## src/rtl/hash_occurrence_counter_macros.svh

```systemverilog
// Assertion macros shared by the hash occurrence counter RTL.
`ifndef HASH_OCCURRENCE_COUNTER_MACROS_SVH
`define HASH_OCCURRENCE_COUNTER_MACROS_SVH

// Consequent must hold in the same cycle as the antecedent.
`define HOC_ASSERT_SAME(lbl, ante, cons, msg) \
    lbl: assert property (@(posedge i_clk) disable iff (!i_rst_n) (ante) |-> (cons)) \
        else $error(msg);

// Consequent must hold in the cycle after the antecedent.
`define HOC_ASSERT_NEXT(lbl, ante, cons, msg) \
    lbl: assert property (@(posedge i_clk) disable iff (!i_rst_n) (ante) |=> (cons)) \
        else $error(msg);

`endif

```

## src/rtl/hoc_ram.sv

```systemverilog
// Generic single-port-write, single-port-read RAM with registered read data.
`timescale 1ns / 1ps
module hoc_ram #(
    parameter int WIDTH = 8,
    parameter int DEPTH = 16
) (
    input  logic                     i_clk,
    input  logic                     i_we,
    input  logic [$clog2(DEPTH)-1:0] i_waddr,
    input  logic [WIDTH-1:0]         i_wdata,
    input  logic [$clog2(DEPTH)-1:0] i_raddr,
    output logic [WIDTH-1:0]         o_rdata
);

    logic [WIDTH-1:0] r_mem [DEPTH];
    logic [WIDTH-1:0] r_rdata;

    always_ff @(posedge i_clk) begin
        if (i_we) begin
            r_mem[i_waddr] <= i_wdata;
        end
        r_rdata <= r_mem[i_raddr];
    end

    assign o_rdata = r_rdata;

endmodule

```

## config.mk

```make
export PLATFORM = sky130hd
export DESIGN_NAME = hoc_ram
export DESIGN_NICKNAME = d
export VERILOG_FILES = /design/src/rtl/hash_occurrence_counter_macros.svh /design/src/rtl/hoc_ram.sv
export SDC_FILE = /design/constraint.sdc
export NUM_CORES = 1
export LEC_CHECK = 0
export ABC_AREA = 1
export ABC_CLOCK_PERIOD_IN_PS = 1520
export CAP_MARGIN = 0
export CORE_ASPECT_RATIO = 0.6
export CORE_UTILIZATION = 50
export CTS_CLUSTER_SIZE = 12
export DETAILED_ROUTE_END_ITERATION = 6
export DONT_BUFFER_PORTS = 1
export PLACE_DENSITY_LB_ADDON = 0.1
export SYNTH_ARGS = -nofsm -noshare
export SYNTH_HDL_FRONTEND = slang
export SYNTH_SLANG_ARGS = --single-unit
```

## constraint.sdc

```tcl
create_clock -name i_clk -period 1.52 [get_ports i_clk]
set_clock_uncertainty 0.05 [all_clocks]
set_input_delay 0.304 -clock i_clk [delete_from_list [all_inputs] [get_ports i_clk]]
set_output_delay 0.304 -clock i_clk [all_outputs]
set_load 0.1 [all_outputs]
```

After elaboration in Yosys (flattened, before gate mapping):

Memory sizes are Yosys's and may differ from the RTL's. A register that Yosys moved wholly into a read port is not among the register bits.
Index checks and enable logic that the tools add are counted.

* bits in registers: 0
* bits in latches: 0
* bits in writable memories: 128
* memory bits (read-only): 0
* input bits: 18
* output and inout bits: 8
* logic and storage cells: 3
* memories kept: 1

Memory list
* r_mem: words 16, bits a word 8, rd ports 1, clocked after memory_dff 1, wr ports 1, line hoc_ram.sv:15 `logic [WIDTH-1:0] r_mem [DEPTH];`

* add/sub/neg operators: 0
* multipliers: 0
* divide/modulo/power cells: 0
* order comparisons: 0
* equal/unequal tests: 0
* shift operators: 0
* muxes and demuxes: 2
* bitwise gates (word level): 0
* reductions and logical operators: 0

Operators by type and width (count)
* 1-bit 2-to-1 mux: 2

Depth between registers and ports, before layout:

* depth in word-level cells: 2
* mapped depth: 8
* mapped depth without buffers: 7

Worst setup path after synthesis:

No wires, ideal clock.

* path type: in2reg
* from: input i_waddr[2]
* to: memory r_mem[10][0], enable pin
* library setup time: 0.370 ns
* arrival time: 0.885 ns
* required time: 1.100 ns
* setup slack: 0.215 ns
* stages on the path: 2
* path buffers: 0
* path through: nand3b_1 -> nor2_1

RTL lines
* start: declaration: line hoc_ram.sv:9 `input logic [$clog2(DEPTH)-1:0] i_waddr,`
* end: declaration: line hoc_ram.sv:15

Straight into the memory's write port.

Worst setup path in the final report:

* from: register r_rdata[0], in the netlist o_rdata[0], read port of r_mem
* to: output o_rdata[0]

RTL lines
* start: declaration: line hoc_ram.sv:16 `logic [WIDTH-1:0] r_rdata;`
* end: declaration: line hoc_ram.sv:12 `output logic [WIDTH-1:0] o_rdata`

No word-level cell between the ends.

==> results.tsv <==
metric	value	unit
launching point of the worst reg2reg path	r_mem[11][4]	
Max Freq	0.682	GHz
pre-CTS WS	0.189	ns
pwr dens	1340	nW/um^2
num rows	29	
post-synth cell types	12	
Post-Route WL	13.7	mm
worst min-delay path class	input port to flop	
H-tree levels	4	
number of I/O pins	26	
worst relative slew slack	42.1	%
Initial Utilization	53.0	%
Die W	141	um
mux contribution to synthesized area	0	%
maximum clock path buffer count	2	
first-pass GRT wire length	21.1	mm
Worst Tran Pin Value	0.866	ns
gate count of the mapped netlist	551	
Die ar.	12000	um^2
Max stage delay on crit path	0.38	ns
later-pin clock latency in the skew report	0.42	ns
sequential share of the synthesized area	69.4	%
crit path DAT	1.11	ns
crit path kind	flop to primary output	
vias per inst	5.32	
vias	3912	
Syn Nets	569	
fillcell total	867	
Critical Path End Type	primary output	
DRT iter0 DRCs	504	
placed cell areas	6020	um^2
largest family of logic cells by synthesized area	simple AND/OR/NAND/NOR gates	
Setup Fix Bufs, Post-CTS	0	
startpoint types	flop	
hold_sp	i_raddr[3]	
iteration count of the initial detailed-routing pass	5	
DR top layer	met4	
met3 WL post-DR	1.18	mm
final hold vios	0	
unrepaired setup endpoints after global routing	no	
drt wl/cell	18.6	um
Synth Area in Compound Gates	0	%
GP Congestion	0.875	
Nets	601	
post-route cell area	6700	um^2
Fin Hold WS	0.0235	ns
GRT Total Usage	24.9	%
status	finished clean	
max cap viols	0	
simple-gate share of the synthesized area	21.0	%
final setup fails	0	
Post-Syn Area	5770	um^2
Util after Layout	61.5	%
Area Growth Syn to Fin	16.1	%
Critical Path RT	1.17	ns
worst path cell trace	buf_4	
vias in the first global route	3703	
number of diodes	0	
initial antenna violation count	0	
Max FO, Critical Path	1	
clk sinks	136	
die height	85.2	um
DP Wirelength	8.45	mm
synthesized flop and latch total	136	
DRT met1 WL	6.56	mm
Synth Area in XOR/XNOR	0	%
root buffer cell	clkbuf_16	
fin worst setup slack	0.0542	ns
synthesized area per cell	10.5	um^2
CP bufs+invs	1	
I/O Buffers	0	
grt ovf	0	
share of cells above drive strength 1	9.73	%
Synth Area in Adders	0	%
CTS buffer count	17	
# DRC	0	
Warnings, synthesis	0	
min cycle time layout	1.47	ns
largest net degree at the start of global routing	66	
met2 wire len	5.65	mm
number of routed nets with antenna violations	0	
Max IR drop VDD	0.000819	V
Leakage	2.90	nW
core area	10900	um^2
delay-heaviest family, CP	flip-flops	
max-slew violation count	0	
clk slew on worst S/H paths	0.06	ns
Fin Setup TNS	0	ns
final worst-path cycle share	96.4	%
slowest CP cell	dfxtp_1	
Setup crit start	o_rdata[0]	
CTS tree	done	
-- per-stage QoR --
| stage | total power [W] | cells |
|---|---|---|
| after floorplan | 0.00476 | 551 |
| after global placement | 0.00486 | 694 |
| after detailed placement | 0.00486 | 694 |
| after CTS | 0.00899 | 735 |
| after global routing | 0.00922 | 735 |
| final | 0.00898 | 735 |
-- placed cells by master (no fill, tap or decap), types with 6 or more instances in the layout --
| cell | netlist | routed |
|---|---|---|
| clkbuf_16 | 0 | 17 |
| nand2_1 | 173 | 173 |
| dfxtp_1 | 8 | 8 |
| nand3_1 | 97 | 97 |
| edfxtp_1 | 128 | 128 |
| inv_1 | 100 | 100 |
| buf_4 | 4 | 25 |
| clkinv_2 | 0 | 6 |
| dlygate4sd3_1 | 0 | 9 |
| nor2_1 | 17 | 17 |
-- Yosys cell counts --
library cell	number	area (um^2)
edfxtp_1	128	3840
buf_6	6	67.6
buf_4	4	30.0
nand3_1	97	485
nor2_1	17	63.8
nand3b_1	2	15.0
inv_1	100	375
inv_2	2	7.51
dfxtp_1	8	160
buf_1	1	3.75
nand2_1	173	649
buf_2	13	65.1
-- kinds of logic after synthesis --
| family | Yosys count |
|---|---|
| buffers and inverters | 126 |
| DFF | 136 |
| and+or+nand+nor | 289 |
-- what timing repair did --
item                                    in CTS  in global routing
gates resized for setup                      0                  0
hold buffers                                 9                  0
hold endpoints to repair                   132                  0
endpoints found under the setup margin       0                  0
-- power breakdown --
part | internal, W | total [W] | switching, W | leakage (nW)
clock network | 0.00260 | 0.00410 | 0.00150 | 0.292
registers | 0.00419 | 0.00422 | 0.0000280 | 1.22
logic | 0.000170 | 0.000658 | 0.000488 | 1.39
total | 0.00696 | 0.00898 | 0.00201 | 2.90
-- registers in the layout (all words and copies together), names as in the netlist --
name and cells:
r_mem 128, o_rdata 8
-- routing by layer --
| layer | up-vias | GRT usage (%) |
|---|---|---|
| li1 | 1837 | - |
| met1 | 1867 | 38.6 |
| met2 | 182 | 34.1 |
| met3 | 26 | 6.43 |
| met4 | 0 | 7.81 |
| met5 | - | 0 |
-- path summary, 6_finish.rpt --
check                           cells past startpoint  slack, ns    endpoint
worst max-delay path                                1       0.05  o_rdata[0]
worst min-delay path                                2       0.02  o_rdata[1]
worst max register to register                      6       0.41  o_rdata[4]
worst min register to register                      6       0.62  o_rdata[6]
-- area by class of cell --
type                            count  area [um^2]  share of cell area (%)
Sequential cell                   136         4000                    59.8
Multi-Input combinational cell    289         1210                    18.1
Clock buffer                       21          450                    6.73
Inverter                          102          383                    5.72
Timing Repair Buffer               37          338                    5.05
Tap cell                          139          174                    2.60
Clock inverter                     11          133                    1.98
No activity file was read; power rests on OpenSTA's default activity.
