--- config.mk ---
export PLATFORM = sky130hd
export DESIGN_NAME = hoc_update
export DESIGN_NICKNAME = d
export VERILOG_FILES = /design/src/rtl/hash_occurrence_counter_macros.svh /design/src/rtl/hoc_pkg.sv /design/src/rtl/hoc_update.sv
export SDC_FILE = /design/constraint.sdc
export NUM_CORES = 1
export LEC_CHECK = 0
export BUFFER_PORTS_ARGS = -buffer_cell sky130_fd_sc_hd__buf_2
export CORE_AREA = 5 5 141 143
export DETAILED_ROUTE_END_ITERATION = 8
export DIE_AREA = 0 0 146 148
export MAX_ROUTING_LAYER = met4
export PLACE_DENSITY = 0.69
export SYNTH_ARGS = -nofsm -noshare
export SYNTH_HDL_FRONTEND = slang
export SYNTH_SLANG_ARGS = --single-unit
--- constraint.sdc ---
create_clock -name vclk -period 11.9
set_input_delay 1.19 -clock vclk [all_inputs]
set_output_delay 1.19 -clock vclk [all_outputs]
set_load 0.1 [all_outputs]
--- src/rtl/hash_occurrence_counter_macros.svh ---
// Assertion macros shared by the hash occurrence counter RTL.
`ifndef HASH_OCCURRENCE_COUNTER_MACROS_SVH
`define HASH_OCCURRENCE_COUNTER_MACROS_SVH

// Consequent must hold in the same cycle as the antecedent.
`define HOC_ASSERT_SAME(lbl, ante, cons, msg) \
    lbl: assert property (@(posedge i_clk) disable iff (!i_rst_n) (ante) |-> (cons)) \
        else $error(msg);

// Consequent must hold in the cycle after the antecedent.
`define HOC_ASSERT_NEXT(lbl, ante, cons, msg) \
    lbl: assert property (@(posedge i_clk) disable iff (!i_rst_n) (ante) |=> (cons)) \
        else $error(msg);

`endif

--- src/rtl/hoc_pkg.sv ---
// Types, constants and codes shared by the hash occurrence counter modules.
`timescale 1ns / 1ps
package hoc_pkg;

    // The bucket count is a power of two so that the bucket is the low hash bits.
    localparam int BUCKET_BITS = 10;
    localparam int BUCKETS     = 1 << BUCKET_BITS;
    localparam int WAYS        = 4;

    localparam int KEY_W   = 24;
    localparam int COUNT_W = 16;
    localparam int HASH_W  = 32;
    localparam int DIGIT_W = 4;

    localparam logic [COUNT_W-1:0] COUNT_MAX = {COUNT_W{1'b1}};

    // Division by ten as a multiplication by a reciprocal; exact for all 24-bit values.
    localparam logic [KEY_W-1:0] DIV10_MUL   = 24'hCCCCCD;
    localparam int               DIV10_SHIFT = 27;

    typedef enum logic [1:0] {
        ACT_INSERT = 2'd0,
        ACT_QUERY  = 2'd1,
        ACT_CLEAR  = 2'd2
    } t_action;

    typedef struct packed {
        t_action            action;
        logic [KEY_W-1:0]   key;
    } t_in_req;

    typedef struct packed {
        logic [COUNT_W-1:0] count;
        logic               status;
    } t_out_rsp;

    typedef struct packed {
        logic               valid;
        logic [KEY_W-1:0]   key;
        logic [COUNT_W-1:0] count;
    } t_entry;

    typedef t_entry [WAYS-1:0] t_row;

    localparam int ROW_W = $bits(t_row);

    typedef struct packed {
        logic                   done;
        logic [BUCKET_BITS-1:0] bucket;
    } t_hash_res;

    typedef struct packed {
        logic     we;
        t_row     row;
        t_out_rsp rsp;
    } t_update;

    typedef enum logic [2:0] {
        ST_CLEAR,
        ST_IDLE,
        ST_HASH,
        ST_MODIFY,
        ST_RESP
    } t_state;

endpackage

--- src/rtl/hoc_update.sv ---
// Set lookup and update: finds the key among the ways of one row and builds the new row.
`timescale 1ns / 1ps
module hoc_update (
    input  hoc_pkg::t_row              i_row,
    input  hoc_pkg::t_action           i_action,
    input  logic [hoc_pkg::KEY_W-1:0]  i_key,
    output hoc_pkg::t_update           o_upd
);
    import hoc_pkg::*;

    logic [WAYS-1:0]    w_hit;
    logic [WAYS-1:0]    w_free;
    logic               w_any_hit;
    logic               w_any_free;
    logic [COUNT_W-1:0] w_hit_count;

    // Lowest matching way and lowest empty way, each as a one-hot mask.
    always_comb begin
        w_any_hit   = 1'b0;
        w_any_free  = 1'b0;
        w_hit       = '0;
        w_free      = '0;
        w_hit_count = '0;
        for (int w = 0; w < WAYS; w++) begin
            if (!w_any_hit && i_row[w].valid && (i_row[w].key == i_key)) begin
                w_hit[w]    = 1'b1;
                w_any_hit   = 1'b1;
                w_hit_count = i_row[w].count;
            end
            if (!w_any_free && !i_row[w].valid) begin
                w_free[w]  = 1'b1;
                w_any_free = 1'b1;
            end
        end
    end

    always_comb begin
        o_upd.row        = i_row;
        o_upd.we         = 1'b0;
        o_upd.rsp.count  = '0;
        o_upd.rsp.status = 1'b0;
        case (i_action)
            ACT_QUERY: begin
                o_upd.rsp.count = w_hit_count;
            end
            ACT_INSERT: begin
                o_upd.we = w_any_hit || w_any_free;
                if (w_any_hit) begin
                    o_upd.rsp.count = (w_hit_count == COUNT_MAX) ? COUNT_MAX
                                                                 : w_hit_count + 1'b1;
                end else if (w_any_free) begin
                    o_upd.rsp.count = COUNT_W'(1);
                end else begin
                    o_upd.rsp.status = 1'b1;
                end
                for (int w = 0; w < WAYS; w++) begin
                    if (w_hit[w]) begin
                        o_upd.row[w].count = o_upd.rsp.count;
                    end else if (w_free[w] && !w_any_hit) begin
                        o_upd.row[w].valid = 1'b1;
                        o_upd.row[w].key   = i_key;
                        o_upd.row[w].count = COUNT_W'(1);
                    end
                end
            end
            default: begin
                o_upd.we = 1'b0;
            end
        endcase
    end

endmodule

==> After elaboration in Yosys (flattened, before gate mapping) <==
Index checks and enable logic that the tools add are counted.
{ "word_totals": {"ff_bits": 0, "latch_bits": 0, "ram_bits": 0, "romBits": 0, "output_inout_bits": 182, "wordCells": 71, "memories": 0} }
{ "op_classes": {"n_addsub": 1, "n_mul": 0, "div": 0, "magnitude_cmp": 0, "eq_ne": 6, "n_shift": 0, "muxes": 39, "bitwise_logic": 0, "reduce_logical": 25} }
{ "op_table": {"columns": ["op", "count"], "rows": [
  ["$mux W164", 1],
  ["$mux W41", 4],
  ["$mux W16", 10],
  ["$mux W25", 4],
  ["$eq A24 B24 Y1", 4],
  ["$pmux W16 S2", 1],
  ["$mux W1", 19],
  ["$add A16 B1 Y16 const B", 1],
  ["$eq A16 B16 Y1 const B", 1],
  ["$logic_and A1 B1 Y1", 14],
  ["$logic_not A1 Y1", 9],
  ["$eq A2 B1 Y1 const B", 1],
  ["$logic_not A2 Y1", 1],
  ["$logic_or A1 B1 Y1", 1]
]} }

==> Depth between registers and ports, before layout <==
{ "depth": {"word_depth": 20, "mapped_depth": 20} }

==> Worst setup path after synthesis <==
No wires, ideal clock.
{ "synth_path": {"path_kind": "input-to-output", "startpoint": "input i_key[4] (netlist name)", "endpoint": "output o_upd[10] (netlist name)", "arrival_time_ps": 6631, "path_slack_ps": 4079, "path_stages": 17, "path_buffers": 4, "path_cell_list": "buf_4 > xnor2_1 > nand4_1 > or4_4 > a211oi_2 > and2_4 > buf_6 > a21oi_1 > inv_1 > ha_1 > o21ai_0 > nor3_1 > and3_1 > buf_2 > buf_2 > nor2_1 > a221oi_1"} }
{ "synth_rtl": {"columns": ["element", "line", "text"], "rows": [
  ["start, declared", "hoc_update.sv:6", "input logic [hoc_pkg::KEY_W-1:0] i_key,"],
  ["end, declared", "hoc_update.sv:7", "output hoc_pkg::t_update o_upd"]
]} }

==> results.json <==
{
  "crit_path_start_kind": "input pin",
  "die-height_um": 148,
  "slew_headroom_pct": 18.8,
  "arrival_ns": 6.68,
  "path_buf_inv": 3,
  "crit_type": "input pin to primary output",
  "antenna_found_initial": 2,
  "path_cells": "buf_2 > xor2_1 > nor4_2 > nand4_1 > nor2_1 > nor3_1 > nor2_1 > a21oi_1 > inv_1 > ha_1 > o21ai_0 > nor3_1 > and3_1 > nor2_1 > o21ai_0 > buf_2",
  "gp_congestion": 0.975,
  "final_cells": 1382,
  "synth_xor_area_share_pct": 16.8,
  "grt_max_degree": 26,
  "hold_end": "o_upd[32]",
  "worstPathRequired_ns": 10.71,
  "final_nets": 1339,
  "grt_pass1_wl_mm": 51.4,
  "post_cts_buffers": 0,
  "drv_slew": 0,
  "io_buffers": 372,
  "min_path_cells": 4,
  "dieArea_mm2": 0.0216,
  "grt_overflow": 0,
  "first_global_vias": 8257,
  "syn_area_mm2": 0.00598,
  "vdd_drop_max_v": 0.0000937,
  "clkbuf_count": 0,
  "slowest_stage": "and3_1",
  "status": "complete, no violations",
  "min_period_over_period_pct": 66.1,
  "syn_inst": 839,
  "num_rows": 50,
  "max-cap-violations": 0,
  "yosysTopAreaCell": "mux2_2",
  "fin_hold_ws_ns": 2.90,
  "fmax_mhz": 127,
  "first_pass_iters": 6,
  "syn_to_final_growth_pct": 30.1,
  "yosysSeqAreaShare_pct": 0,
  "track_usage_pct": 31.2,
  "critPathLaunch": "i_key[7]",
  "synth_compound_area_share_pct": 25.7,
  "synth_fa_ha_area_share_pct": 0.209,
  "rsz0062_at_grt": "false",
  "synth_common_cells": "mux2_2, nand2_1, o21ai_0",
  "core_area_mm2": 0.0185,
  "critPathTopFamily": "simple AND/OR/NAND/NOR gates",
  "min_period_ns": 7.87,
  "initial_core_util_pct": 32.4,
  "powerDensity_mw_per_mm2": 62.2,
  "synthSimpleGateAreaFrac_pct": 31.0,
  "yosysTopAreaCellShare_pct": 18.1,
  "vias_per_cell": 6.13,
  "leakage_nw": 3.32,
  "worst_slew_pin_slew_ns": 1.21,
  "num_vias": 8476,
  "worstHoldPathType": "input pin to primary output",
  "syn_area_per_cell_um2": 7.13,
  "crit_fanout": 25,
  "synth_area_leaders": "mux2_2, xnor2_1, nand2_1",
  "yosys-mux-area-fraction_pct": 18.8,
  "slowest_delay_ns": 0.83,
  "dp.final_hpwl_mm": 30.4,
  "hp-start": "i_row[15]",
  "dp_cells": 1380,
  "yosys_warnings": 0,
  "register_area_um2": 0,
  "synth_top_family_by_area": "simple AND/OR/NAND/NOR gates",
  "hold_viol_final": 0,
  "final.setup.tns_ns": 0,
  "synth_nets": 1030,
  "synth.most_common_cell": "mux2_2",
  "total_power_uw": 484,
  "yosys.cell_types.count": 82,
  "die_w_um": 146,
  "routedWlPerCell_um": 25.9,
  "n_sequential_cell": 0,
  "wl_mm": 35.8,
  "dr.first_iter.drc_count": 693,
  "ant_nets": 0,
  "critPathMostFrequentCell": "nor2_1",
  "drive_above_1_share_pct": 45.0,
  "worst_setup_path_end_kind": "primary output",
  "num_io_pins": 372,
  "post_cts_resized": 0,
  "hold_buffers": 0,
  "setup_violations": 0,
  "drc_errors": 0
}
==> per-layer routing <==
metal	vias up	part of all wire, %	GRT usage [%]
met5	-	0	-
met4	0	3.2	8.18
met3	69	9.2	5.27
met2	535	50	57.0
met1	4018	37	35.4
li1	3854	-	-
==> area by class of cell <==
| type | count | area (µm²) |
|---|---|---|
| timing repair buffer | 378 | 1910 |
| inverter | 9 | 33.8 |
| multi-input combinational | 759 | 5550 |
| fill | 1996 | 10700 |
| antenna | 2 | 5.00 |
| tap | 234 | 293 |
==> worst min-delay path, stage by stage <==
cell and delay [ns]:
buf_2 0.13, nand2_1 0.05, o21ai_1 0.05, buf_2 0.29
==> metrics by stage <==
stage	cell area (µm²)	util [%]	setup WS [ns]
floorplan	5980	-	4.08
global placement	7780	42.1	4.24
detailed placement	7780	42.1	4.15
CTS	7780	42.1	4.14
global route	7780	42.2	3.69
finish	7780	42.2	4.03
==> power by group <==
part	internal [mW]	switching, mW
sequential	0	0
combinational	0.0983	0.386
clock	0.0000000225	0
==> layout by cell type, fill, tap and decap left out, types with 12 or more instances in the layout <==
cell	count
nor4_1	24
mux2_2	96
xor2_1	37
nand3_1	30
buf_2	372
nor3_1	26
nand4_1	41
and3_1	19
and4_1	12
nand2_1	88
xnor2_1	54
o21ai_0	63
a22o_1	12
nor2_1	41
or3_1	14
a21oi_1	20
==> cell families after synthesis <==
family,count (synthesis)
fa+ha+maj,1
buf+inv,80
compound gates,217
xor+xnor,101
simple gates,340
mux,100
==> how the worst max path moves through the flow <==
stage	endpoint	cells after the start
floorplan	o_upd[10]	17
global placement	o_upd[144]	16
detailed placement	o_upd[21]	16
CTS	o_upd[21]	16
global route	o_upd[10]	16
finish	o_upd[141]	16
Note: power is estimated with default switching activity, not from simulation.
